==> config.mk <==
export PLATFORM = sky130hd
export DESIGN_NAME = pffl_ctrl
export DESIGN_NICKNAME = d
export VERILOG_FILES = /design/src/design/page_frame_free_list_allocator_assert.svh /design/src/design/pffl_pkg.sv /design/src/design/pffl_ctrl.sv
export SDC_FILE = /design/constraint.sdc
export NUM_CORES = 1
export LEC_CHECK = 0
export BUFFER_PORTS_ARGS = -buffer_cell sky130_fd_sc_hd__buf_2
export CORE_AREA = 5 5 42 44
export CTS_CLUSTER_SIZE = 10
export DETAILED_ROUTE_END_ITERATION = 16
export DIE_AREA = 0 0 47 49
export GPL_TIMING_DRIVEN = 0
export MAX_ROUTING_LAYER = met4
export PLACE_DENSITY_LB_ADDON = 0.05
export SLEW_MARGIN = 20
export SYNTH_ARGS = -nofsm -noshare
export SYNTH_HDL_FRONTEND = slang
export SYNTH_SLANG_ARGS = --single-unit
==> constraint.sdc <==
create_clock -name clk -period 2.2 [get_ports clk]
set_input_delay 0.33 -clock clk [delete_from_list [all_inputs] [get_ports clk]]
set_output_delay 0.33 -clock clk [all_outputs]
set_load 0.03 [all_outputs]
==> src/design/page_frame_free_list_allocator_assert.svh <==
// Assertion macros used by the page frame allocator top-level RTL.
`ifndef PAGE_FRAME_FREE_LIST_ALLOCATOR_ASSERT_SVH
`define PAGE_FRAME_FREE_LIST_ALLOCATOR_ASSERT_SVH

// Same-cycle implication, sampled on clk, off while rst_n is low.
`define PFFL_ASSERT_IMPLY(name, ante, cons) \
  name: assert property (@(posedge clk) disable iff (!rst_n) (ante) |-> (cons)) \
    else $error("pffl: same-cycle check failed");

// Next-cycle implication, sampled on clk, off while rst_n is low.
`define PFFL_ASSERT_NEXT(name, ante, cons) \
  name: assert property (@(posedge clk) disable iff (!rst_n) (ante) |=> (cons)) \
    else $error("pffl: next-cycle check failed");

`endif

==> src/design/pffl_pkg.sv <==
// Shared types and constants of the page frame allocator.
package pffl_pkg;

  localparam int MAX_FRAMES_DEF = 1024;
  localparam int FRAME_CAP      = 1024;
  localparam int MAX_REQUEST    = 64;

  localparam int ACTION_W = 2;
  localparam int REQ_W    = 7;
  localparam int FRAME_W  = 10;
  localparam int COUNT_W  = 10;
  localparam int TOTAL_W  = 11;
  localparam int DATA_W   = 32;
  localparam int ADDR_W   = 3;

  localparam logic [COUNT_W-1:0] COUNT_MAX   = '1;
  localparam logic [TOTAL_W-1:0] TOTAL_RESET = TOTAL_W'(1024);
  localparam logic [TOTAL_W-1:0] TOTAL_MIN   = TOTAL_W'(2);

  // Register word index, taken from paddr[2].
  localparam logic REG_IDX_TOTAL = 1'b0;

  typedef enum logic [ACTION_W-1:0] {
    ACT_INIT    = 2'd0,
    ACT_ALLOC   = 2'd1,
    ACT_RELEASE = 2'd2
  } action_t;

  typedef enum logic [2:0] {
    ST_IDLE,
    ST_DECODE,
    ST_FILL,
    ST_POP_RD,
    ST_POP_WR
  } state_t;

  typedef struct packed {
    action_t             action;
    logic [REQ_W-1:0]    request_count;
    logic [FRAME_W-1:0]  release_frame;
  } in_item_t;

  typedef struct packed {
    logic                ok;
    logic [FRAME_W-1:0]  frame_index;
    logic                last;
    logic [COUNT_W-1:0]  available;
  } out_item_t;

  // Controller to datapath.
  typedef struct packed {
    logic capture;
    logic fill_step;
    logic fill_done;
    logic alloc_commit;
    logic pop_read;
    logic pop_write;
    logic push;
    logic emit_fail;
  } cmd_t;

  // Datapath to controller.
  typedef struct packed {
    action_t action;
    logic    req_zero;
    logic    req_refused;
    logic    rel_invalid;
    logic    fill_last;
    logic    pop_last;
  } stat_t;

endpackage

==> src/design/pffl_ctrl.sv <==
// Sequencing state machine of the page frame allocator.
module pffl_ctrl (
  input  logic            clk,
  input  logic            rst_n,
  input  logic            start,
  input  pffl_pkg::stat_t stat,
  output pffl_pkg::cmd_t  cmd,
  output logic            busy
);
  import pffl_pkg::*;

  state_t state_r;
  state_t state_nxt;

  always_ff @(posedge clk) begin
    if (!rst_n) begin
      state_r <= ST_IDLE;
    end else begin
      state_r <= state_nxt;
    end
  end

  always_comb begin
    state_nxt = state_r;
    cmd       = '0;
    busy      = 1'b1;
    unique case (state_r)
      ST_IDLE: begin
        busy = 1'b0;
        if (start) begin
          cmd.capture = 1'b1;
          state_nxt   = ST_DECODE;
        end
      end
      ST_DECODE: begin
        unique case (stat.action)
          ACT_INIT: begin
            state_nxt = ST_FILL;
          end
          ACT_ALLOC: begin
            if (stat.req_zero) begin
              state_nxt = ST_IDLE;
            end else if (stat.req_refused) begin
              cmd.emit_fail = 1'b1;
              state_nxt     = ST_IDLE;
            end else begin
              cmd.alloc_commit = 1'b1;
              state_nxt        = ST_POP_RD;
            end
          end
          ACT_RELEASE: begin
            if (stat.rel_invalid) begin
              cmd.emit_fail = 1'b1;
            end else begin
              cmd.push = 1'b1;
            end
            state_nxt = ST_IDLE;
          end
          default: begin
            cmd.emit_fail = 1'b1;
            state_nxt     = ST_IDLE;
          end
        endcase
      end
      ST_FILL: begin
        cmd.fill_step = 1'b1;
        if (stat.fill_last) begin
          cmd.fill_done = 1'b1;
          state_nxt     = ST_IDLE;
        end
      end
      ST_POP_RD: begin
        cmd.pop_read = 1'b1;
        state_nxt    = ST_POP_WR;
      end
      ST_POP_WR: begin
        cmd.pop_write = 1'b1;
        state_nxt     = stat.pop_last ? ST_IDLE : ST_POP_RD;
      end
      default: begin
        state_nxt = ST_IDLE;
      end
    endcase
  end

endmodule

==> insert_results.sql, run 1 <==
INSERT INTO impl_metrics (metric_group, metric, value, unit) VALUES
('outcome', 'status', 'completed', ''),
('worst_setup_path', 'startpoint', 'state_r[0]', ''),
('clocking', 'postCtsHoldBufs', '0', ''),
('logic_synthesis', 'portion_of_the_post_synthesis_area_used_by_sequential_elements', '22.5', '%'),
('logic_synthesis', 'synth.top_cells.by_area', 'dfxtp_1, nor4b_1, nor4b_4', ''),
('drt', 'remaining_drc_errors', '0', ''),
('clocking', 'cts_tree', 'yes', ''),
('placed_design', 'numPortBuffers', '18', ''),
('logic_synthesis', 'synth.ff_latch_count', '3', ''),
('clocking', 'cts-root-to-sink-buffers', '2', ''),
('sta', 'finalCriticalPeriod', '1.87', 'ns'),
('sta', 'max_slew_margin', '82.7', '%'),
('min_path', 'timing.hold.worst_path_depth', '2', ''),
('global_route', 'globalRouteTotalUtil', '7.58', '%'),
('sta', 'grt_setup_unrepaired', 'no', ''),
('run', 'maxCapViolCount', '0', ''),
('placed_design', 'routabilityCongestion', '0.657', ''),
('logic_synthesis', 'synth_edf_count', '0', ''),
('drt', 'totalWireLength', '796', 'microns'),
('clocking', 'worst_skew_pair.late_latency', '0.23', 'ns'),
('logic_synthesis', 'synth_nets', '43', ''),
('logic_synthesis', 'syn_area', '267', 'sq um'),
('logic_synthesis', 'synth_area_leader_cell', 'dfxtp_1', ''),
('min_path', 'min-delay-path-class', 'in2reg', ''),
('worst_setup_path', 'end_kind', 'output pin', ''),
('clocking', 'cts_setup_buffers', '0', ''),
('layout', 'drive_above_1_share', '47.3', '%'),
('drt', 'final_antenna_net_count', '0', ''),
('logic_synthesis', 'ys_top_cells_by_count', 'dfxtp_1, nor2_1, nor4b_1', ''),
('layout', 'largestRegisters', 'state_r: 3 flops', ''),
('placed_design', 'dpl-instance-area', '377', 'sq um'),
('clocking', 'clockRootBuffer', 'clkbuf_4', ''),
('sta', 'layout_worst_path_cycle_share', '85.0', '%'),
('worst_setup_path', 'worst_r2r_startpoint', 'state_r[2]', ''),
('sta', 'setup_violations', '0', ''),
('drt', 'vias', '315', ''),
('sta', 'final_hold_violation_count', '0', ''),
('clocking', 'post_cts_resized', '0', ''),
('floorplan', 'die_w', '47', 'microns'),
('power_and_ir_drop', 'vdd.ir_drop.worst', '0.312', 'mV'),
('floorplan', 'pin_count', '19', ''),
('logic_synthesis', 'synth.yosys.warnings', '0', ''),
('logic_synthesis', 'postSynthCellCount', '33', ''),
('global_route', 'maximum_number_of_pins_on_one_net_before_global_route_repair', '11', ''),
('worst_setup_path', 'crit_fanout', '9', ''),
('worst_setup_path', 'cp_data_arrival_time', '1.54', 'ns'),
('layout', 'flip_flop_count_of_the_largest_register_after_layout', '3', ''),
('floorplan', 'core_area', '1400', 'sq um'),
('floorplan', 'placementRows', '14', ''),
('layout', 'design.final.nets', '66', ''),
('worst_setup_path', 'r2r.worst_path.cells', '4', ''),
('clocking', 'cts.reportedPaths.clkPinSlew', '0.04', 'ns'),
('logic_synthesis', 'synthDistinctLibCells', '19', ''),
('worst_setup_path', 'critPathLaunchType', 'register', ''),
('logic_synthesis', 'avg_synthesized_cell_area', '8.08', 'sq um'),
('floorplan', 'vert_die_dim', '49', 'microns'),
('global_route', 'first_pass_grt_wire_length', '1.25', 'mm'),
('clocking', 'cts_made_buffers', '3', ''),
('floorplan', 'fp.dieArea', '2300', 'sq um'),
('layout', 'fin_area', '403', 'sq um'),
('power_and_ir_drop', 'power.density_cell_area', '569', 'nW/um^2'),
('sta', 'timing.clock.skew', '0.000417', 'ns'),
('layout', 'synthToLayoutAreaGrowth', '51.2', '%'),
('sta', 'fin_setup_tns', '0', 'ns'),
('clocking', 'clock-sinks', '3', ''),
('power_and_ir_drop', 'p_leak', '0.210', 'nW'),
('clocking', 'htree_num_levels', '1', ''),
('sta', 'final_max_slew_viol_count', '0', ''),
('logic_synthesis', 'synth-main-ff-cell', 'dfxtp_1', ''),
('placed_design', 'dp_hpwl', '642', 'microns'),
('layout', 'regMostFlops', 'state_r', '');
-- per-stage QoR --
| step | power (mW) | instances | utilization (%) | hold WS, ns | worst slack [ns] |
|---|---|---|---|---|---|
| 2_1_floorplan | 0.109 | 33 | - | 0.458 | 0.101 |
| 3_3_place_gp | 0.133 | 67 | 26.9 | 0.583 | 0.581 |
| 5_1_grt | 0.248 | 71 | 28.7 | 0.373 | 0.137 |
| 6_report | 0.229 | 71 | 28.7 | 0.352 | 0.329 |
| 4_1_cts | 0.238 | 71 | 28.7 | 0.346 | 0.283 |
| 3_5_place_dp | 0.134 | 67 | 26.9 | 0.578 | 0.561 |
-- kinds of logic after synthesis --
| kind of cell | count (synthesis) | synth area share (%) |
|---|---|---|
| compound gates | 6 | 15.5 |
| buf+inv | 5 | 10.8 |
| simple gates | 19 | 51.2 |
| flops | 3 | 22.5 |
-- power breakdown --
group,switching [mW],internal (mW)
Sequential,0.00124,0.0580
Clock,0.0287,0.0680
Combinational,0.0443,0.0291
-- routing by layer --
layer / global-route usage, % / routed length [microns]
met1: 9.21 / 349
met2: 10.9 / 384
met3: 3.32 / 62
met4: 2.76 / 0
met5: - / 0
-- final timing paths --
kind / to
max: cmd[1]
max reg2reg: state_r[0]
min: state_r[1]
min reg2reg: state_r[2]
-- worst max-delay path, stage by stage (launching register included) --
cell and delay [ns]:
dfxtp_1 0.29, buf_2 0.17, nor2b_1 0.26, nand2b_1 0.11
nor4b_1 0.23, buf_2 0.24
-- area by class of cell --
type | count | area, sq um
fillers | 174 | 998
well taps | 16 | 20.0
clock buffers | 4 | 26.3
inverters | 2 | 7.51
flip-flops and latches | 3 | 60.1
repair buffers | 18 | 90.1
multi-input cells | 25 | 178
plain buffers | 3 | 21.3
-- placed cells by master, fill, tap and decap left out --
cell type	n
or3_1	1
nor4b_4	1
o221a_2	1
buf_6	1
a211oi_1	2
dfxtp_1	3
buf_2	19
clkbuf_2	1
nand2b_1	1
inv_1	2
nor2b_1	2
and2_1	2
nor4b_1	3
clkbuf_1	1
and3_1	2
nor3b_1	2
a21oi_1	2
nor2_1	3
clkbuf_4	3
o21ai_0	1
nor3_1	2
(Power assumes the default switching activity.)
==> inputs of run 2 (changes only) <==
- RECOVER_POWER: unset -> 100
==> run 2 against run 1 <==
  * Clock-buffer cell count unchanged
  * Power decreased by 2.2%
  * Register-to-register slack got worse by 0.11 ns
  * Largest power group unchanged
  * Via count unchanged
  * Fmax decreased by 2.3%
  * First-iteration DRC count unchanged
==> insert_results.sql, run 2 (synthesized netlist as in run 1, its figures left out) <==
INSERT INTO impl_metrics (metric_group, metric, value, unit) VALUES
('outcome', 'status', 'completed', ''),
('run', 'maxCapViolCount', '0', ''),
('worst_setup_path', 'end_kind', 'output pin', ''),
('floorplan', 'placementRows', '14', ''),
('placed_design', 'dp_hpwl', '642', 'microns'),
('layout', 'regMostFlops', 'state_r', ''),
('placed_design', 'numPortBuffers', '18', ''),
('layout', 'layout.core_utilization', '27.0', '%'),
('clocking', 'cts_setup_buffers', '0', ''),
('worst_setup_path', 'timing.critical_path.max_delay_family', 'simple AND/OR/NAND/NOR gates', ''),
('power_and_ir_drop', 'p_sw', '0.0737', 'mW'),
('global_route', 'grt_use_met1', '9.21', '%'),
('drt', 'drt-wirelength-per-cell', '11.2', 'microns'),
('worst_setup_path', 'critical_path.slowest_cell', 'nor4b_1', ''),
('layout', 'design.final.nets', '66', ''),
('global_route', 'first_global_vias', '332', ''),
('worst_setup_path', 'timing.critical_path.slowest_cell_delay', '0.32', 'ns'),
('clocking', 'cts.reportedPaths.clkPinSlew', '0.04', 'ns'),
('clocking', 'worst_skew_pair.late_latency', '0.23', 'ns'),
('power_and_ir_drop', 'clockPowerShare', '43.1', '%'),
('global_route', 'grt_util_met3', '3.32', '%'),
('drt', 'vias_per_std_cell', '4.44', ''),
('drt', 'final_antenna_net_count', '0', ''),
('layout', 'largestRegisters', 'state_r: 3 flops', ''),
('sta', 'grt_setup_unrepaired', 'no', ''),
('clocking', 'htree_num_levels', '1', ''),
('global_route', 'maximum_number_of_pins_on_one_net_before_global_route_repair', '11', ''),
('global_route', 'globalRouteMet2Util', '10.9', '%'),
('sta', 'setup_violations', '0', ''),
('drt', 'drt_first_iter_violations', '7', ''),
('power_and_ir_drop', 'p_leak', '0.174', 'nW'),
('floorplan', 'fp.dieArea', '2300', 'sq um'),
('worst_setup_path', 'timing.critical_path.buf_inv', '2', ''),
('power_and_ir_drop', 'vdd.ir_drop.worst', '0.311', 'mV'),
('layout', 'final_common_cell', 'buf_2', ''),
('layout', 'layout.cells.most_common_list', 'buf_2, clkbuf_1, nor4b_1', ''),
('min_path', 'min-delay-path-class', 'in2reg', ''),
('clocking', 'cts-root-to-sink-buffers', '2', ''),
('sta', 'layout_worst_path_cycle_share', '87.0', '%'),
('worst_setup_path', 'cp_cell_sequence', 'buf_2 > nor4b_1 > and3_1 > clkbuf_1', ''),
('global_route', 'grt_busiest_layer', 'met2', ''),
('drt', 'totalWireLength', '795', 'microns'),
('floorplan', 'core_area', '1400', 'sq um'),
('worst_setup_path', 'setup.worst_path.class', 'reg2out', ''),
('clocking', 'clock-sinks', '3', ''),
('sta', 'final_hold_violation_count', '0', ''),
('sta', 'timing.fmax', '0.522', 'GHz'),
('global_route', 'first_pass_grt_wire_length', '1.25', 'mm'),
('sta', 'finalCriticalPeriod', '1.91', 'ns'),
('power_and_ir_drop', 'fin_total_pwr', '0.224', 'mW'),
('clocking', 'post_cts_resized', '0', ''),
('worst_setup_path', 'critPathLaunchType', 'register', ''),
('global_route', 'grt_overflow_total', '0', ''),
('global_route', 'antenna_violations_before_repair', '0', ''),
('placed_design', 'routabilityCongestion', '0.657', ''),
('floorplan', 'die_w', '47', 'microns'),
('layout', 'flip_flop_count_of_the_largest_register_after_layout', '3', ''),
('drt', 'drt_pre_antenna_iters', '3', ''),
('power_and_ir_drop', 'seq_power_share', '26.2', '%'),
('layout', 'antenna-diode-count', '0', ''),
('worst_setup_path', 'crit_fanout', '9', ''),
('global_route', 'globalRouteTotalUtil', '7.58', '%'),
('power_and_ir_drop', 'p_int', '0.151', 'mW'),
('worst_setup_path', 'cp_data_arrival_time', '1.58', 'ns'),
('clocking', 'cts_made_buffers', '3', ''),
('power_and_ir_drop', 'comb_power_share', '30.6', '%'),
('layout', 'synthToLayoutAreaGrowth', '41.8', '%'),
('power_and_ir_drop', 'power.density_cell_area', '593', 'nW/um^2'),
('floorplan', 'initial_core_util', '19.0', '%'),
('clocking', 'cts_tree', 'yes', ''),
('clocking', 'postCtsHoldBufs', '0', ''),
('sta', 'final_max_slew_viol_count', '0', ''),
('layout', 'drive_above_1_share', '30.9', '%'),
('sta', 'timing.clock.skew', '0.000454', 'ns'),
('sta', 'max_slew_margin', '75.0', '%'),
('drt', 'vias', '315', ''),
('drt', 'remaining_drc_errors', '0', ''),
('power_and_ir_drop', 'power.share.switching', '32.9', '%'),
('worst_setup_path', 'crit_required', '1.87', 'ns'),
('sta', 'tightestPinTransition', '0.376', 'ns'),
('clocking', 'clockRootBuffer', 'clkbuf_4', ''),
('floorplan', 'vert_die_dim', '49', 'microns'),
('floorplan', 'pin_count', '19', ''),
('sta', 'fin_setup_tns', '0', 'ns');
## run 2: stage by stage
stage               hold WS [ns]  instances  worst slack, ns  area, sq um
floorplan                  0.458         33            0.101          267
global placement           0.583         67            0.581          377
detailed placement         0.578         67            0.561          377
CTS                        0.346         71            0.283          403
global route               0.373         71            0.106          378
finish                     0.352         71            0.285          378
## run 2: final timing paths
check | to | start | slack, ns | cells after the start
max | cmd[4] | state_r[0] | 0.29 | 4
min | state_r[1] | rst_n | 0.35 | 2
max reg2reg | state_r[0] | state_r[0] | 0.92 | 4
min reg2reg | state_r[2] | state_r[1] | 0.73 | 2
## run 2: worst register-to-register path: cells and delay by family (launching register included)
family | cells | cell delay [ns]
compound gates | 1 | 0.19
buf+inv | 1 | 0.17
flops | 1 | 0.29
simple gates | 2 | 0.57
## run 2: area by class of cell
| class | count | area, sq um |
|---|---|---|
| Fill cell | 180 | 1020 |
| Multi-Input combinational cell | 25 | 163 |
| Timing Repair Buffer | 18 | 81.3 |
| Sequential cell | 3 | 60.1 |
| Clock buffer | 4 | 26.3 |
| Buffer | 3 | 20.0 |
| Tap cell | 16 | 20.0 |
| Inverter | 2 | 7.51 |
## run 2: routing by layer
metal | wire (microns) | part of all wire [%] | vias up
met4 | 0 | 0 | 0
met1 | 347 | 44 | 138
met5 | 0 | 0 | -
met3 | 68 | 8.6 | 0
met2 | 378 | 48 | 14
li1 | - | - | 163
## run 2: power by group through the flow
stage,clock [mW],combinational (mW),sequential [mW]
final,0.0967,0.0686,0.0588
after global routing,0.108,0.0756,0.0591
after CTS,0.104,0.0745,0.0593
after detailed placement,0,0.0740,0.0601
after global placement,0,0.0729,0.0601
after floorplan,0,0.0493,0.0598
==> inputs of run 3 (changes only) <==
- CELL_PAD_IN_SITES_DETAIL_PLACEMENT: unset -> 0
- CELL_PAD_IN_SITES_GLOBAL_PLACEMENT: unset -> 1
- GPL_ROUTABILITY_DRIVEN: unset -> 0
==> run 3 against run 2 <==
  * Final cell count unchanged
  * Clock-buffer cell count did not move
  * Clock power fell by 1%
  * Critical path depth rose by 1
  * Combinational power is essentially flat
  * Critical path type unchanged
  * Global-route usage is 1.3 points higher
  * Critical endpoint is now cmd[0]
==> insert_results.sql, run 3 (synthesized netlist as in run 1, its figures left out) <==
INSERT INTO impl_metrics (metric_group, metric, value, unit) VALUES
('outcome', 'status', 'completed', ''),
('worst_setup_path', 'cp_data_arrival_time', '1.62', 'ns'),
('layout', 'largestRegisters', 'state_r: 3 flops', ''),
('clocking', 'clockRootBuffer', 'clkbuf_4', ''),
('floorplan', 'fp.dieArea', '2300', 'sq um'),
('global_route', 'first_global_vias', '359', ''),
('global_route', 'globalRouteTotalUtil', '8.88', '%'),
('worst_setup_path', 'end_kind', 'output pin', ''),
('clocking', 'cts_setup_buffers', '0', ''),
('power_and_ir_drop', 'vdd.ir_drop.worst', '0.148', 'mV'),
('run', 'maxCapViolCount', '0', ''),
('global_route', 'grt_util_met3', '3.32', '%'),
('global_route', 'first_pass_grt_wire_length', '1.46', 'mm'),
('worst_setup_path', 'crit_required', '1.87', 'ns'),
('floorplan', 'placementRows', '14', ''),
('drt', 'remaining_drc_errors', '0', ''),
('layout', 'layout.cells.most_common_list', 'clkbuf_1, buf_2, nor4b_1', ''),
('clocking', 'cts-root-to-sink-buffers', '2', ''),
('floorplan', 'initial_core_util', '19.0', '%'),
('sta', 'timing.clock.skew', '0.00248', 'ns'),
('global_route', 'maximum_number_of_pins_on_one_net_before_global_route_repair', '11', ''),
('global_route', 'grt_use_met1', '10.5', '%'),
('power_and_ir_drop', 'p_leak', '0.169', 'nW'),
('drt', 'vias_per_std_cell', '4.59', ''),
('power_and_ir_drop', 'power.density_cell_area', '592', 'nW/um^2'),
('worst_setup_path', 'critPathLaunchType', 'register', ''),
('placed_design', 'placedCellCount', '67', ''),
('sta', 'final_max_slew_viol_count', '0', ''),
('sta', 'setup_violations', '0', ''),
('global_route', 'globalRouteMet2Util', '12.2', '%'),
('layout', 'design.final.nets', '66', ''),
('min_path', 'timing.hold.worst_path_depth', '2', ''),
('sta', 'grt_setup_unrepaired', 'no', ''),
('layout', 'antenna-diode-count', '0', ''),
('clocking', 'postCtsHoldBufs', '0', ''),
('worst_setup_path', 'setup.worst_path.class', 'reg2out', ''),
('worst_setup_path', 'r2r.worst_path.cells', '4', ''),
('global_route', 'grt_overflow_total', '0', ''),
('sta', 'fin_setup_tns', '0', 'ns'),
('worst_setup_path', 'timing.critical_path.slowest_cell_delay', '0.33', 'ns'),
('global_route', 'grt_busiest_layer', 'met2', ''),
('clocking', 'worst_skew_pair.late_latency', '0.23', 'ns'),
('clocking', 'cts_made_buffers', '3', ''),
('sta', 'final_hold_violation_count', '0', ''),
('layout', 'fin_cells', '71', ''),
('clocking', 'clock-sinks', '3', ''),
('sta', 'finalCriticalPeriod', '1.95', 'ns'),
('sta', 'max_slew_margin', '75.5', '%'),
('min_path', 'min-delay-path-class', 'in2reg', ''),
('clocking', 'post_cts_resized', '0', ''),
('worst_setup_path', 'cp_cell_sequence', 'buf_2 > nor2b_1 > nand2b_1 > nor3_1 > clkbuf_1', ''),
('layout', 'flip_flop_count_of_the_largest_register_after_layout', '3', ''),
('layout', 'synthToLayoutAreaGrowth', '41.3', '%'),
('global_route', 'antenna_violations_before_repair', '0', ''),
('clocking', 'cts.reportedPaths.clkPinSlew', '0.04', 'ns'),
('worst_setup_path', 'critical_path.slowest_cell', 'clkbuf_1', ''),
('drt', 'vias', '326', ''),
('drt', 'drt_first_iter_violations', '3', ''),
('floorplan', 'pin_count', '19', ''),
('sta', 'layout_worst_path_cycle_share', '88.9', '%'),
('drt', 'drt_pre_antenna_iters', '4', ''),
('sta', 'tightestPinTransition', '0.369', 'ns'),
('drt', 'drt-wirelength-per-cell', '11.2', 'microns'),
('drt', 'totalWireLength', '796', 'microns'),
('placed_design', 'numPortBuffers', '18', ''),
('sta', 'timing.fmax', '0.512', 'GHz'),
('layout', 'regMostFlops', 'state_r', ''),
('worst_setup_path', 'crit_fanout', '9', ''),
('floorplan', 'die_w', '47', 'microns'),
('layout', 'drive_above_1_share', '29.1', '%'),
('placed_design', 'dp_hpwl', '640', 'microns'),
('floorplan', 'core_area', '1400', 'sq um'),
('clocking', 'cts_tree', 'yes', ''),
('clocking', 'htree_num_levels', '1', ''),
('floorplan', 'vert_die_dim', '49', 'microns'),
('drt', 'final_antenna_net_count', '0', '');
-- run 3: worst paths after layout --
path         slack, ns          to  startpoint
max reg2reg       0.93  state_r[0]  state_r[0]
min reg2reg       0.71  state_r[1]  state_r[1]
min               0.34  state_r[1]       rst_n
max               0.25      cmd[0]  state_r[0]
-- run 3: power by group --
part	internal [mW]	switching [mW]	total (mW)
registers	0.0580	0.000858	0.0588
clock network	0.0679	0.0277	0.0956
logic	0.0245	0.0440	0.0685
total	0.150	0.0725	0.223
-- run 3: critical path, delay by kind of cell, from the launching register on --
family                 cells  cell delay [ns]
flip-flops                 1             0.29
AND/OR/NAND/NOR            3             0.59
buffers and inverters      2             0.50
-- run 3: cell type report --
type / count / area, sq um
tap: 16 / 20.0
fill: 171 / 1020
multi-input combinational: 25 / 163
clock buffer: 4 / 26.3
buffer: 3 / 20.0
sequential: 3 / 60.1
inverter: 2 / 7.51
timing repair buffer: 18 / 80.1
-- run 3: per-layer routing --
metal  routed length (microns)  vias up
met4                         0        0
met1                       369      153
met3                        43        0
met5                         0        -
li1                          -      163
met2                       382       10
-- run 3: stage by stage --
step	utilization, %	instance area [sq um]	worst slack, ns	hold slack, ns	power, mW
after floorplan	-	267	0.101	0.458	0.109
after global placement	26.9	377	0.515	0.587	0.134
after detailed placement	26.9	377	0.527	0.589	0.134
after CTS	28.7	403	0.260	0.331	0.236
after global routing	26.9	377	0.100	0.335	0.243
final	26.9	377	0.245	0.339	0.223
